### config.mk
export PLATFORM = sky130hd
export DESIGN_NAME = vfo_tuner_with_tone_select
export DESIGN_NICKNAME = d
export VERILOG_FILES = /design/src/rtl/vfo_pkg.sv /design/src/rtl/vfo_tuner_with_tone_select.sv /design/src/rtl/vfo_rem_unit.sv
export SDC_FILE = /design/constraint.sdc
export NUM_CORES = 2
export LEC_CHECK = 0
export ABC_AREA = 0
export BUFFER_PORTS_ARGS = -buffer_cell sky130_fd_sc_hd__clkbuf_2
export CAP_MARGIN = 20
export CORE_MARGIN = 10
export CORE_UTILIZATION = 60
export DETAILED_ROUTE_END_ITERATION = 7
export GPL_ROUTABILITY_DRIVEN = 0
export HOLD_SLACK_MARGIN = 0.12
export PLACE_DENSITY = 0.78
export SLEW_MARGIN = 40
export SYNTH_ARGS = -nofsm -noshare
export SYNTH_HDL_FRONTEND = slang
export SYNTH_HIERARCHICAL = 1
export SYNTH_SLANG_ARGS = --single-unit
export TNS_END_PERCENT = 50
### constraint.sdc
create_clock -name aclk -period 13.1 [get_ports aclk]
set_input_delay 1.31 -clock aclk [delete_from_list [all_inputs] [get_ports aclk]]
set_output_delay 1.31 -clock aclk [all_outputs]
set_load 0.02 [all_outputs]
### src/rtl/vfo_pkg.sv
// Shared types and constants for the VFO tuner with tone select.
`default_nettype none

package vfo_pkg;

    localparam int FREQ_W       = 32;
    localparam int STEP_W       = 20;
    localparam int OFFSET_W     = 25;
    localparam int COUNT_W      = 6;
    localparam int TONE_W       = 6;
    localparam int DIV_W        = STEP_W;
    localparam int CFG_ADDR_W   = 3;
    localparam int CFG_DATA_W   = 32;
    localparam int S_TDATA_W    = 40;
    localparam int M_TDATA_W    = 72;
    localparam int WIDE_W       = 35;

    // Configuration register indexes
    localparam logic [CFG_ADDR_W-1:0] CFG_FREQ_MIN      = 3'd0;
    localparam logic [CFG_ADDR_W-1:0] CFG_FREQ_MAX      = 3'd1;
    localparam logic [CFG_ADDR_W-1:0] CFG_STEP_SIZE     = 3'd2;
    localparam logic [CFG_ADDR_W-1:0] CFG_DUPLEX_OFFSET = 3'd3;
    localparam logic [CFG_ADDR_W-1:0] CFG_TONE_MODE     = 3'd4;

    // Reset values
    localparam logic [FREQ_W-1:0]   FREQ_MIN_RST      = 32'd144000000;
    localparam logic [FREQ_W-1:0]   FREQ_MAX_RST      = 32'd146000000;
    localparam logic [STEP_W-1:0]   STEP_SIZE_RST     = 20'd12500;
    localparam logic [OFFSET_W-1:0] DUPLEX_OFFSET_RST = 25'(-600000);

    // Command codes
    localparam logic CMD_TUNE = 1'b0;
    localparam logic CMD_SET  = 1'b1;

    typedef enum logic [2:0] {
        ST_IDLE,
        ST_START,
        ST_DIV,
        ST_WRAP,
        ST_OUT
    } state_t;

    typedef struct packed {
        logic              start;
        logic [FREQ_W-1:0] dividend;
        logic [DIV_W-1:0]  divisor;
    } div_req_t;

    typedef struct packed {
        logic             done;
        logic [DIV_W-1:0] rem;
    } div_rsp_t;

endpackage

`default_nettype wire

### src/rtl/vfo_tuner_with_tone_select.sv
// Top level of the VFO tuner: config registers, sequencer and frequency datapath.
`default_nettype none

// A set command clamps its new frequency into the band in the start step and
// then loads the result in the output step. A tune command runs either the
// snap of the frequency to the step grid or the wrap of the tone index through
// one restoring remainder unit. That unit retires one dividend bit per cycle
// and flags completion through a registered done flag. Around it come a setup
// step, a wrap step for frequency tuning, and the output load. The next
// transaction can be taken in the cycle after the result is loaded. The block
// takes one item at a time, and s_tready is high only while the sequencer is
// idle. A result can wait in the output register while the next item is
// accepted. The sequencer holds in its output step only while an earlier
// result is still waiting there.
module vfo_tuner_with_tone_select #(
    parameter int TONE_COUNT = 50
) (
    input  wire                              aclk,
    input  wire                              aresetn,
    input  wire                              cfg_wr_en,
    input  wire  [vfo_pkg::CFG_ADDR_W-1:0]   cfg_addr,
    input  wire  [vfo_pkg::CFG_DATA_W-1:0]   cfg_wdata,
    input  wire                              s_tvalid,
    output logic                             s_tready,
    // step_count[5:0], new_frequency[37:6], reverse[38], zero fill
    input  wire  [vfo_pkg::S_TDATA_W-1:0]    s_tdata,
    // command[0]
    input  wire  [0:0]                       s_tuser,
    output logic                             m_tvalid,
    input  wire                              m_tready,
    // rx_frequency[31:0], tx_frequency[63:32], tone_index[69:64],
    // tone_on[70], zero fill
    output logic [vfo_pkg::M_TDATA_W-1:0]    m_tdata
);
    import vfo_pkg::*;

    // Smallest multiple of the table size that lifts any index sum to zero or above
    localparam int TONE_BIAS = TONE_COUNT * ((32 + TONE_COUNT - 1) / TONE_COUNT);

    // Configuration registers
    logic [FREQ_W-1:0]   freq_min_reg;
    logic [FREQ_W-1:0]   freq_max_reg;
    logic [STEP_W-1:0]   step_size_reg;
    logic [OFFSET_W-1:0] duplex_offset_reg;
    logic                tone_mode_reg;

    // Item and state registers
    logic                       command_reg;
    logic signed [COUNT_W-1:0]  step_count_reg;
    logic [FREQ_W-1:0]          new_freq_reg;
    logic                       reverse_reg;
    logic [FREQ_W-1:0]          stored_freq_reg;
    logic [TONE_W-1:0]          tone_pos_reg;
    logic signed [26:0]         prod_reg;
    logic signed [WIDE_W-1:0]   f_reg;
    logic [M_TDATA_W-1:0]       out_data_reg;
    logic                       out_valid_reg;

    state_t state_reg, state_next;

    // Sequencer outputs
    logic start_div, load_clamp, load_tone, load_snap, load_wrap, load_out;

    div_req_t div_req;
    div_rsp_t div_rsp;

    logic [STEP_W-1:0]        step_eff;
    logic signed [8:0]        tone_sum;
    logic [FREQ_W-1:0]        clamp_freq;
    logic signed [WIDE_W-1:0] lo_w, hi_w, step_w, wrap_f;
    logic [FREQ_W-1:0]        off32;
    logic                     in_accept;
    logic                     out_free;

    assign in_accept = s_tvalid && s_tready;
    assign out_free  = !out_valid_reg || m_tready;
    assign step_eff  = (step_size_reg == '0) ? STEP_W'(1) : step_size_reg;
    assign tone_sum  = signed'({3'b000, tone_pos_reg}) + 9'(step_count_reg)
                     + 9'(TONE_BIAS);

    always_ff @(posedge aclk) begin
        if (!aresetn) begin
            freq_min_reg      <= FREQ_MIN_RST;
            freq_max_reg      <= FREQ_MAX_RST;
            step_size_reg     <= STEP_SIZE_RST;
            duplex_offset_reg <= DUPLEX_OFFSET_RST;
            tone_mode_reg     <= 1'b0;
        end else if (cfg_wr_en) begin
            unique case (cfg_addr)
                CFG_FREQ_MIN:      freq_min_reg      <= cfg_wdata;
                CFG_FREQ_MAX:      freq_max_reg      <= cfg_wdata;
                CFG_STEP_SIZE:     step_size_reg     <= cfg_wdata[STEP_W-1:0];
                CFG_DUPLEX_OFFSET: duplex_offset_reg <= cfg_wdata[OFFSET_W-1:0];
                CFG_TONE_MODE:     tone_mode_reg     <= cfg_wdata[0];
                default: ;
            endcase
        end
    end

    // Next state
    always_comb begin
        state_next = state_reg;
        unique case (state_reg)
            ST_IDLE:  if (in_accept) state_next = ST_START;
            ST_START: state_next = (command_reg == CMD_SET) ? ST_OUT : ST_DIV;
            ST_DIV: begin
                if (div_rsp.done) state_next = tone_mode_reg ? ST_OUT : ST_WRAP;
            end
            ST_WRAP:  state_next = ST_OUT;
            ST_OUT:   if (out_free) state_next = ST_IDLE;
            default:  state_next = ST_IDLE;
        endcase
    end

    // Sequencer outputs
    always_comb begin
        s_tready   = 1'b0;
        start_div  = 1'b0;
        load_clamp = 1'b0;
        load_tone  = 1'b0;
        load_snap  = 1'b0;
        load_wrap  = 1'b0;
        load_out   = 1'b0;
        unique case (state_reg)
            ST_IDLE:  s_tready = 1'b1;
            ST_START: begin
                load_clamp = (command_reg == CMD_SET);
                start_div  = (command_reg == CMD_TUNE);
            end
            ST_DIV: begin
                load_tone = div_rsp.done && tone_mode_reg;
                load_snap = div_rsp.done && !tone_mode_reg;
            end
            ST_WRAP:  load_wrap = 1'b1;
            ST_OUT:   load_out = out_free;
            default: ;
        endcase
    end

    always_ff @(posedge aclk) begin
        if (!aresetn) begin
            state_reg <= ST_IDLE;
        end else begin
            state_reg <= state_next;
        end
    end

    assign div_req.start    = start_div;
    assign div_req.dividend = tone_mode_reg ? FREQ_W'(unsigned'(tone_sum))
                                            : stored_freq_reg;
    assign div_req.divisor  = tone_mode_reg ? DIV_W'(TONE_COUNT) : step_eff;

    vfo_rem_unit u_rem (
        .aclk    (aclk),
        .aresetn (aresetn),
        .req     (div_req),
        .rsp     (div_rsp)
    );

    always_comb begin
        if (new_freq_reg < freq_min_reg) begin
            clamp_freq = freq_min_reg;
        end else if (new_freq_reg > freq_max_reg) begin
            clamp_freq = freq_max_reg;
        end else begin
            clamp_freq = new_freq_reg;
        end
    end

    assign lo_w   = signed'({3'b000, freq_min_reg});
    assign hi_w   = signed'({3'b000, freq_max_reg});
    assign step_w = signed'({15'b0, step_eff});

    // Wrap once past either band edge, upper edge first
    always_comb begin
        if (f_reg > hi_w) begin
            wrap_f = lo_w + f_reg - hi_w - step_w;
        end else if (f_reg < lo_w) begin
            wrap_f = hi_w - (lo_w - f_reg) + step_w;
        end else begin
            wrap_f = f_reg;
        end
    end

    assign off32 = FREQ_W'(signed'(duplex_offset_reg));

    always_ff @(posedge aclk) begin
        if (in_accept) begin
            command_reg    <= s_tuser[0];
            step_count_reg <= signed'(s_tdata[5:0]);
            new_freq_reg   <= s_tdata[37:6];
            reverse_reg    <= s_tdata[38];
        end
        if (start_div) begin
            prod_reg <= step_count_reg * signed'({1'b0, step_eff});
        end
        if (load_snap) begin
            f_reg <= signed'({3'b000, stored_freq_reg})
                   - signed'({15'b0, div_rsp.rem}) + WIDE_W'(prod_reg);
        end
        if (load_out) begin
            out_data_reg <= {1'b0, tone_mode_reg, tone_pos_reg,
                             reverse_reg ? stored_freq_reg : stored_freq_reg + off32,
                             reverse_reg ? stored_freq_reg + off32 : stored_freq_reg};
        end
    end

    always_ff @(posedge aclk) begin
        if (!aresetn) begin
            stored_freq_reg <= FREQ_MIN_RST;
            tone_pos_reg    <= '0;
            out_valid_reg   <= 1'b0;
        end else begin
            if (load_clamp) begin
                stored_freq_reg <= clamp_freq;
            end else if (load_wrap) begin
                stored_freq_reg <= wrap_f[FREQ_W-1:0];
            end
            if (load_tone) begin
                tone_pos_reg <= div_rsp.rem[TONE_W-1:0];
            end
            if (load_out) begin
                out_valid_reg <= 1'b1;
            end else if (m_tready) begin
                out_valid_reg <= 1'b0;
            end
        end
    end

    assign m_tvalid = out_valid_reg;
    assign m_tdata  = out_data_reg;

endmodule

`default_nettype wire

### src/rtl/vfo_rem_unit.sv
// Restoring remainder unit: one dividend bit per cycle.
`default_nettype none

module vfo_rem_unit (
    input  wire               aclk,
    input  wire               aresetn,
    input  vfo_pkg::div_req_t req,
    output vfo_pkg::div_rsp_t rsp
);
    import vfo_pkg::*;

    logic [DIV_W-1:0]  rem_reg, rem_next;
    logic [DIV_W-1:0]  divisor_reg;
    logic [FREQ_W-1:0] quo_reg;
    logic [4:0]        cnt_reg;
    logic              busy_reg;
    logic              done_reg;
    logic [DIV_W:0]    shifted;

    assign shifted = {rem_reg, quo_reg[FREQ_W-1]};

    always_comb begin
        if (shifted >= {1'b0, divisor_reg}) begin
            rem_next = DIV_W'(shifted - {1'b0, divisor_reg});
        end else begin
            rem_next = shifted[DIV_W-1:0];
        end
    end

    always_ff @(posedge aclk) begin
        if (!aresetn) begin
            busy_reg <= 1'b0;
            done_reg <= 1'b0;
            cnt_reg  <= '0;
        end else begin
            done_reg <= busy_reg && (cnt_reg == '0);
            if (req.start) begin
                busy_reg <= 1'b1;
                cnt_reg  <= 5'(FREQ_W - 1);
            end else if (busy_reg) begin
                cnt_reg <= cnt_reg - 5'd1;
                if (cnt_reg == '0) begin
                    busy_reg <= 1'b0;
                end
            end
        end
    end

    always_ff @(posedge aclk) begin
        if (req.start) begin
            rem_reg     <= '0;
            quo_reg     <= req.dividend;
            divisor_reg <= req.divisor;
        end else if (busy_reg) begin
            rem_reg <= rem_next;
            quo_reg <= {quo_reg[FREQ_W-2:0], 1'b0};
        end
    end

    assign rsp.done = done_reg;
    assign rsp.rem  = rem_reg;

endmodule

`default_nettype wire

# == Word level (Yosys, flattened, before mapping) ==
# Cells that the tools add are included.
# totals
ramBits,0
romBits,0
regBits,403
latch_bits,0
inputBits,81
wordCells,106
n_memories,0
# classes
div_mod_pow,0
reduce_logical,20
addsub,13
eq_ne,11
order_cmp,5
muxes,33
shifts,0
bitwise,1
mul,1
# ops
op,n
2-to-1 mux 32 bit,11
subtractor 32 bit,3
adder 32 bit,2
2-to-1 mux 20 bit,2
adder 33 x 27 -> 34 bit,1
> comparator 34 x 33 -> 1 bit,1
less-than comparator 34 x 33 -> 1 bit,1
subtractor 32 x 20 -> 33 bit,1
adder 32 x 21 -> 32 bit,1
> comparator 32 bit,1
less-than comparator 32 bit,1
subtractor 32 x 21 -> 32 bit,1
multiplier 6 x 21 -> 27 bit,1
>= comparator 21 x 20 -> 1 bit,1
logical NOT 20 bit,1
subtractor 20 bit,1
2-to-1 mux 3 bit,5
one-hot mux 3 bit (5 select lines),1
"equality test 3 x 2 -> 1 bit, second input constant",4
2-to-1 mux 1 bit,12
2-to-1 mux 5 bit,2
AND reduction 2 bit,5
"adder 8 x 7 -> 9 bit, second input constant",1
adder 7 x 6 -> 8 bit,1
13 further kinds,23

# == Longest topological paths before layout ==
# logic_depth
ltp_word,7
ltp_mapped,25
mapped_depth_nobuf,24

# == By module ==
# The synthesis kept the hierarchy.
# by_module_without_submodules
module,seq_area_each_um2,area_per_inst_um2,cells_each,instances
vfo_tuner_with_tone_select,8207.9,30633.1,3433,1
vfo_rem_unit,2102.0,4244.1,375,1

# == Worst setup path after synthesis ==
# No wires, ideal clock.
# synth_timing
path_kind,register to register
start,register step_size_reg[1]
end,"register prod_reg[25], data pin"
path_buffers,1
stages_incl_launch_ff,25
setup_slack_ps,7036
synth_period_minus_slack_ps,6064
setup_time_ps,258
arrival_ps,5806
path_cell_list,dfxtp_1 > clkbuf_1 > nor4_1 > nand4_1 > o41ai_1 > inv_1 > nand2_1 > fa_1 > fa_1 > inv_1 > fa_1 > inv_1 > fa_1 > inv_1 > ha_1 > a21o_1 > a21oi_1 > o21ai_0 > a41oi_1 > a31oi_1 > and4_1 > o2111ai_1 > nand4b_1 > a21oi_1 > xnor2_1
# synth_via
elab_chain_cells,3
# synth_lines
item,line,rtl
from (decl),vfo_tuner_with_tone_select.sv:43,logic [STEP_W-1:0] step_size_reg;
from (signal assigned),vfo_tuner_with_tone_select.sv:92,CFG_STEP_SIZE: step_size_reg <= cfg_wdata[STEP_W-1:0];
logical NOT 20 bit,vfo_tuner_with_tone_select.sv:77,assign step_eff = (step_size_reg == '0) ? STEP_W'(1) : step_size_reg;
2-to-1 mux 20 bit *,vfo_tuner_with_tone_select.sv:77,
multiplier 6 x 21 -> 27 bit *,vfo_tuner_with_tone_select.sv:195,"prod_reg <= step_count_reg * signed'({1'b0, step_eff});"
to (signal assigned),vfo_tuner_with_tone_select.sv:195,
to (decl),vfo_tuner_with_tone_select.sv:54,logic signed [26:0] prod_reg;
# Mark *: on every way between the ends. The rest lies on a longest branch, timed or not.
# A chain may end at the register's enable or synchronous reset.

# == Final worst setup path ==
# layout_timing
start,register step_size_reg[3]
end,"register prod_reg[25], data pin"
# Same word-level chain as after synthesis.

==> impl_metrics.ini <==
[setup_path]
r2r_setup_slack_ns = 6.18
critPathKind = flip-flop to flip-flop
critPathMaxStageDelay_ns = 0.56
crit_path_max_fanout = 7
cp_cell_sequence = nor4_1 -> nand4_1 -> o41ai_1 -> buf_4 -> inv_1 -> nand2_1 -> fa_1 -> fa_1 -> inv_1 -> fa_1 -> inv_1 -> fa_1 -> inv_1 -> ha_1 -> a21o_1 -> a21oi_1 -> o21ai_0 -> a41oi_1 -> a31oi_1 -> and4_1 -> o2111ai_1 -> nand4b_1 -> a21oi_1 -> xnor2_1
cp.arrival_ns = 7.29
worst_path_max_delay_cell = fa_1
required_ns = 13.47
endpoint_kind = flip-flop
start_kind = flip-flop

[route]
wire_per_inst_um = 22.26
route.vias.total = 29090
drt-total-wl_mm = 104.8
postRouteAntennaNets = 0
via_per_inst = 6.176
drc = 0
drtPass1Iterations = 8
drt-initial-drc-count = 2942

[final_layout]
finalNetCount = 4564
multi_input_area_sq_um = 22620
drive_above_1_share_pct = 9.785
largest_reg_flops = 71
regArea_sq_um = 10310
nFillCells = 4650
diodes = 0
final_util_pct = 66.17
syn2layout_area_growth_pct = 9.248

[grt]
grt_use_total_pct = 30.36
first_global_vias = 28240
antenna_found_initial = 2
grt_pass1_wl_mm = 161.0
overflow = 0
grt_max_degree = 97

[cts]
clock_path_buffers = 3
cts_num_sinks = 403
post_cts_resized = 0
clk-insertion-delay-late_ns = 0.63
numCtsBuffers = 49
h-tree-depth = 2
cts_tree = yes
post_cts_buffers = 0
cts_hold_buf = 0
cts-root-buf = clkbuf_16
path_clk_slew_ns = 0.06

[synthesis]
ys_types = 89
synth-seq-cells = 403
seq_area_frac_synth_pct = 29.56
synthesis.area_sq_um = 34880
synthArstFlopShare_pct = 0
synth.avg_cell_area_sq_um = 9.159
yosys_warnings = 6
syn-instance-count = 3808
synth_ff_type = edfxtp_1
synth_nets = 4468
synth_edf_count = 224

[power]
p_leak_uw = 0.01681
total_power_uw = 7867
ir_drop_mv = 0.2099
powerDensity_nw_per_um2 = 206.5

[run_status]
status = finished clean

[timing]
tightest_slew_ns = 0.8963
final-hold-violation-count = 0
min_period_ns = 6.918
fin_setup_tns_ns = 0
slew_viol_final = 0
setup_viol = 0
skew_ns = 0.03267
max_slew_margin_pct = 40.10
rsz0062_at_grt = no
fmax_mhz = 144.6
period_share_pct = 52.81

[placement]
dpl.hpwl_mm = 80.41
io_buffer_count = 152

[hold_path]
holdCritPathClass = flip-flop to flip-flop

[die]
die_w_um = 261.1
die_h_um = 261.1
rows = 88
start_util_pct = 60.57
ios = 155
fp.dieArea_sq_um = 68170
fp.coreArea_sq_um = 57590

[job]
cap_violations = 0
## cells by family after synthesis
group | after synthesis | synth area share (%)
multiplexers | 125 | 3.853
XOR/XNOR | 177 | 4.445
buffers and inverters | 525 | 5.754
other | 1 | 0.01075
flip-flops | 403 | 29.56
adder cells (fa/ha/maj) | 579 | 24.65
AO/OA/AOI/OAI | 929 | 17.32
AND/OR/NAND/NOR | 1069 | 14.41
## worst max-delay path: cells and delay by family (launching register included)
| kind | cells | cell delay [ns] |
|---|---|---|
| xor+xnor | 1 | 0.08 |
| flops | 1 | 0.38 |
| simple gates | 5 | 1.23 |
| fa+ha+maj | 5 | 2.36 |
| buf+inv | 5 | 0.55 |
| compound gates | 8 | 2.05 |
## final cells by class
class | instances | share of cell area, %
clock buffers | 58 | 3.527
flip-flops and latches | 403 | 27.06
multi-input cells | 2880 | 59.38
well taps | 765 | 2.512
repair buffers | 182 | 2.624
clock inverters | 34 | 1.077
inverters | 388 | 3.822
## synthesized netlist by cell type, types with 6 or more instances
cell / count / area (sq um)
a211o_1: 7 / 61.31
a21o_1: 97 / 728.2
o211ai_1: 65 / 488.0
ha_1: 399 / 4992
inv_1: 386 / 1449
o31ai_1: 14 / 105.1
dfxtp_1: 179 / 3583
fa_1: 180 / 3603
o2111ai_1: 9 / 78.83
nand2_1: 402 / 1509
nor4_1: 14 / 87.58
and4_1: 8 / 70.07
o21a_1: 45 / 337.8
a2111oi_0: 8 / 70.07
buf_1: 6 / 22.52
o21bai_1: 15 / 112.6
xor2_1: 55 / 481.7
a31oi_1: 31 / 193.9
and2_1: 75 / 469.2
nand3b_1: 8 / 60.06
and3_1: 27 / 168.9
clkbuf_1: 118 / 442.9
or3_1: 9 / 56.30
a21boi_0: 83 / 623.1
mux2_2: 74 / 833.3
nor2b_1: 56 / 350.3
a21oi_1: 262 / 1311
or2_2: 14 / 87.58
o21ai_0: 167 / 835.8
mux2i_1: 51 / 510.5
buf_2: 8 / 40.04
nand4_1: 33 / 206.5
nand2b_1: 34 / 212.7
nor3b_1: 8 / 60.06
nor3_1: 42 / 210.2
edfxtp_1: 224 / 6726
nand3_1: 86 / 430.4
xnor2_1: 122 / 1069
a211oi_1: 43 / 322.8
nor2_1: 232 / 870.8
## report_power, final
| part | internal (uW) | total (uW) | switching [uW] |
|---|---|---|---|
| clock network | 880 | 1490 | 606 |
| logic | 1790 | 4370 | 2590 |
| registers | 1780 | 2010 | 233 |
## cell usage in the layout (no fill, tap or decap), types with 52 or more instances in the layout
cell type | synthesis | layout
nand2_1 | 402 | 401
ha_1 | 399 | 399
inv_1 | 386 | 384
a21oi_1 | 262 | 262
nor2_1 | 232 | 229
edfxtp_1 | 224 | 224
fa_1 | 180 | 180
dfxtp_1 | 179 | 178
o21ai_0 | 167 | 167
clkbuf_2 | 0 | 151
xnor2_1 | 122 | 122
a21o_1 | 97 | 97
nand3_1 | 86 | 86
a21boi_0 | 83 | 83
and2_1 | 75 | 74
mux2_2 | 74 | 74
o211ai_1 | 65 | 65
nor2b_1 | 56 | 55
xor2_1 | 55 | 55
clkbuf_16 | 0 | 52
## through the flow
stage / area [sq um] / hold WS, ns / std cells / setup slack [ns]
after floorplan: 34880 / 0.4064 / 3808 / 7.037
after global placement: 36320 / 0.4585 / 4617 / 6.410
after detailed placement: 36340 / 0.4624 / 4617 / 6.310
after CTS: 38090 / 0.4705 / 4709 / 6.252
after global routing: 38100 / 0.4902 / 4710 / 5.797
final: 38100 / 0.4695 / 4710 / 6.182
## path summary, 6_finish.rpt
check / from / endpoint / cells past startpoint
max: step_size_reg[3] / prod_reg[25] / 24
min: step_size_reg[0] / step_size_reg[0] / 2
min reg2reg: step_size_reg[0] / step_size_reg[0] / 2
max reg2reg: step_size_reg[3] / prod_reg[25] / 24
## routing by layer
metal | GRT usage [%] | vias up | wire length (um)
li1 | - | 13540 | -
met1 | 38.50 | 13730 | 40980
met2 | 47.46 | 1466 | 46270
met3 | 5.823 | 352 | 10300
met4 | 18.83 | 4 | 7272
met5 | 0 | - | 18
Power figures use the tool's default switching activity.
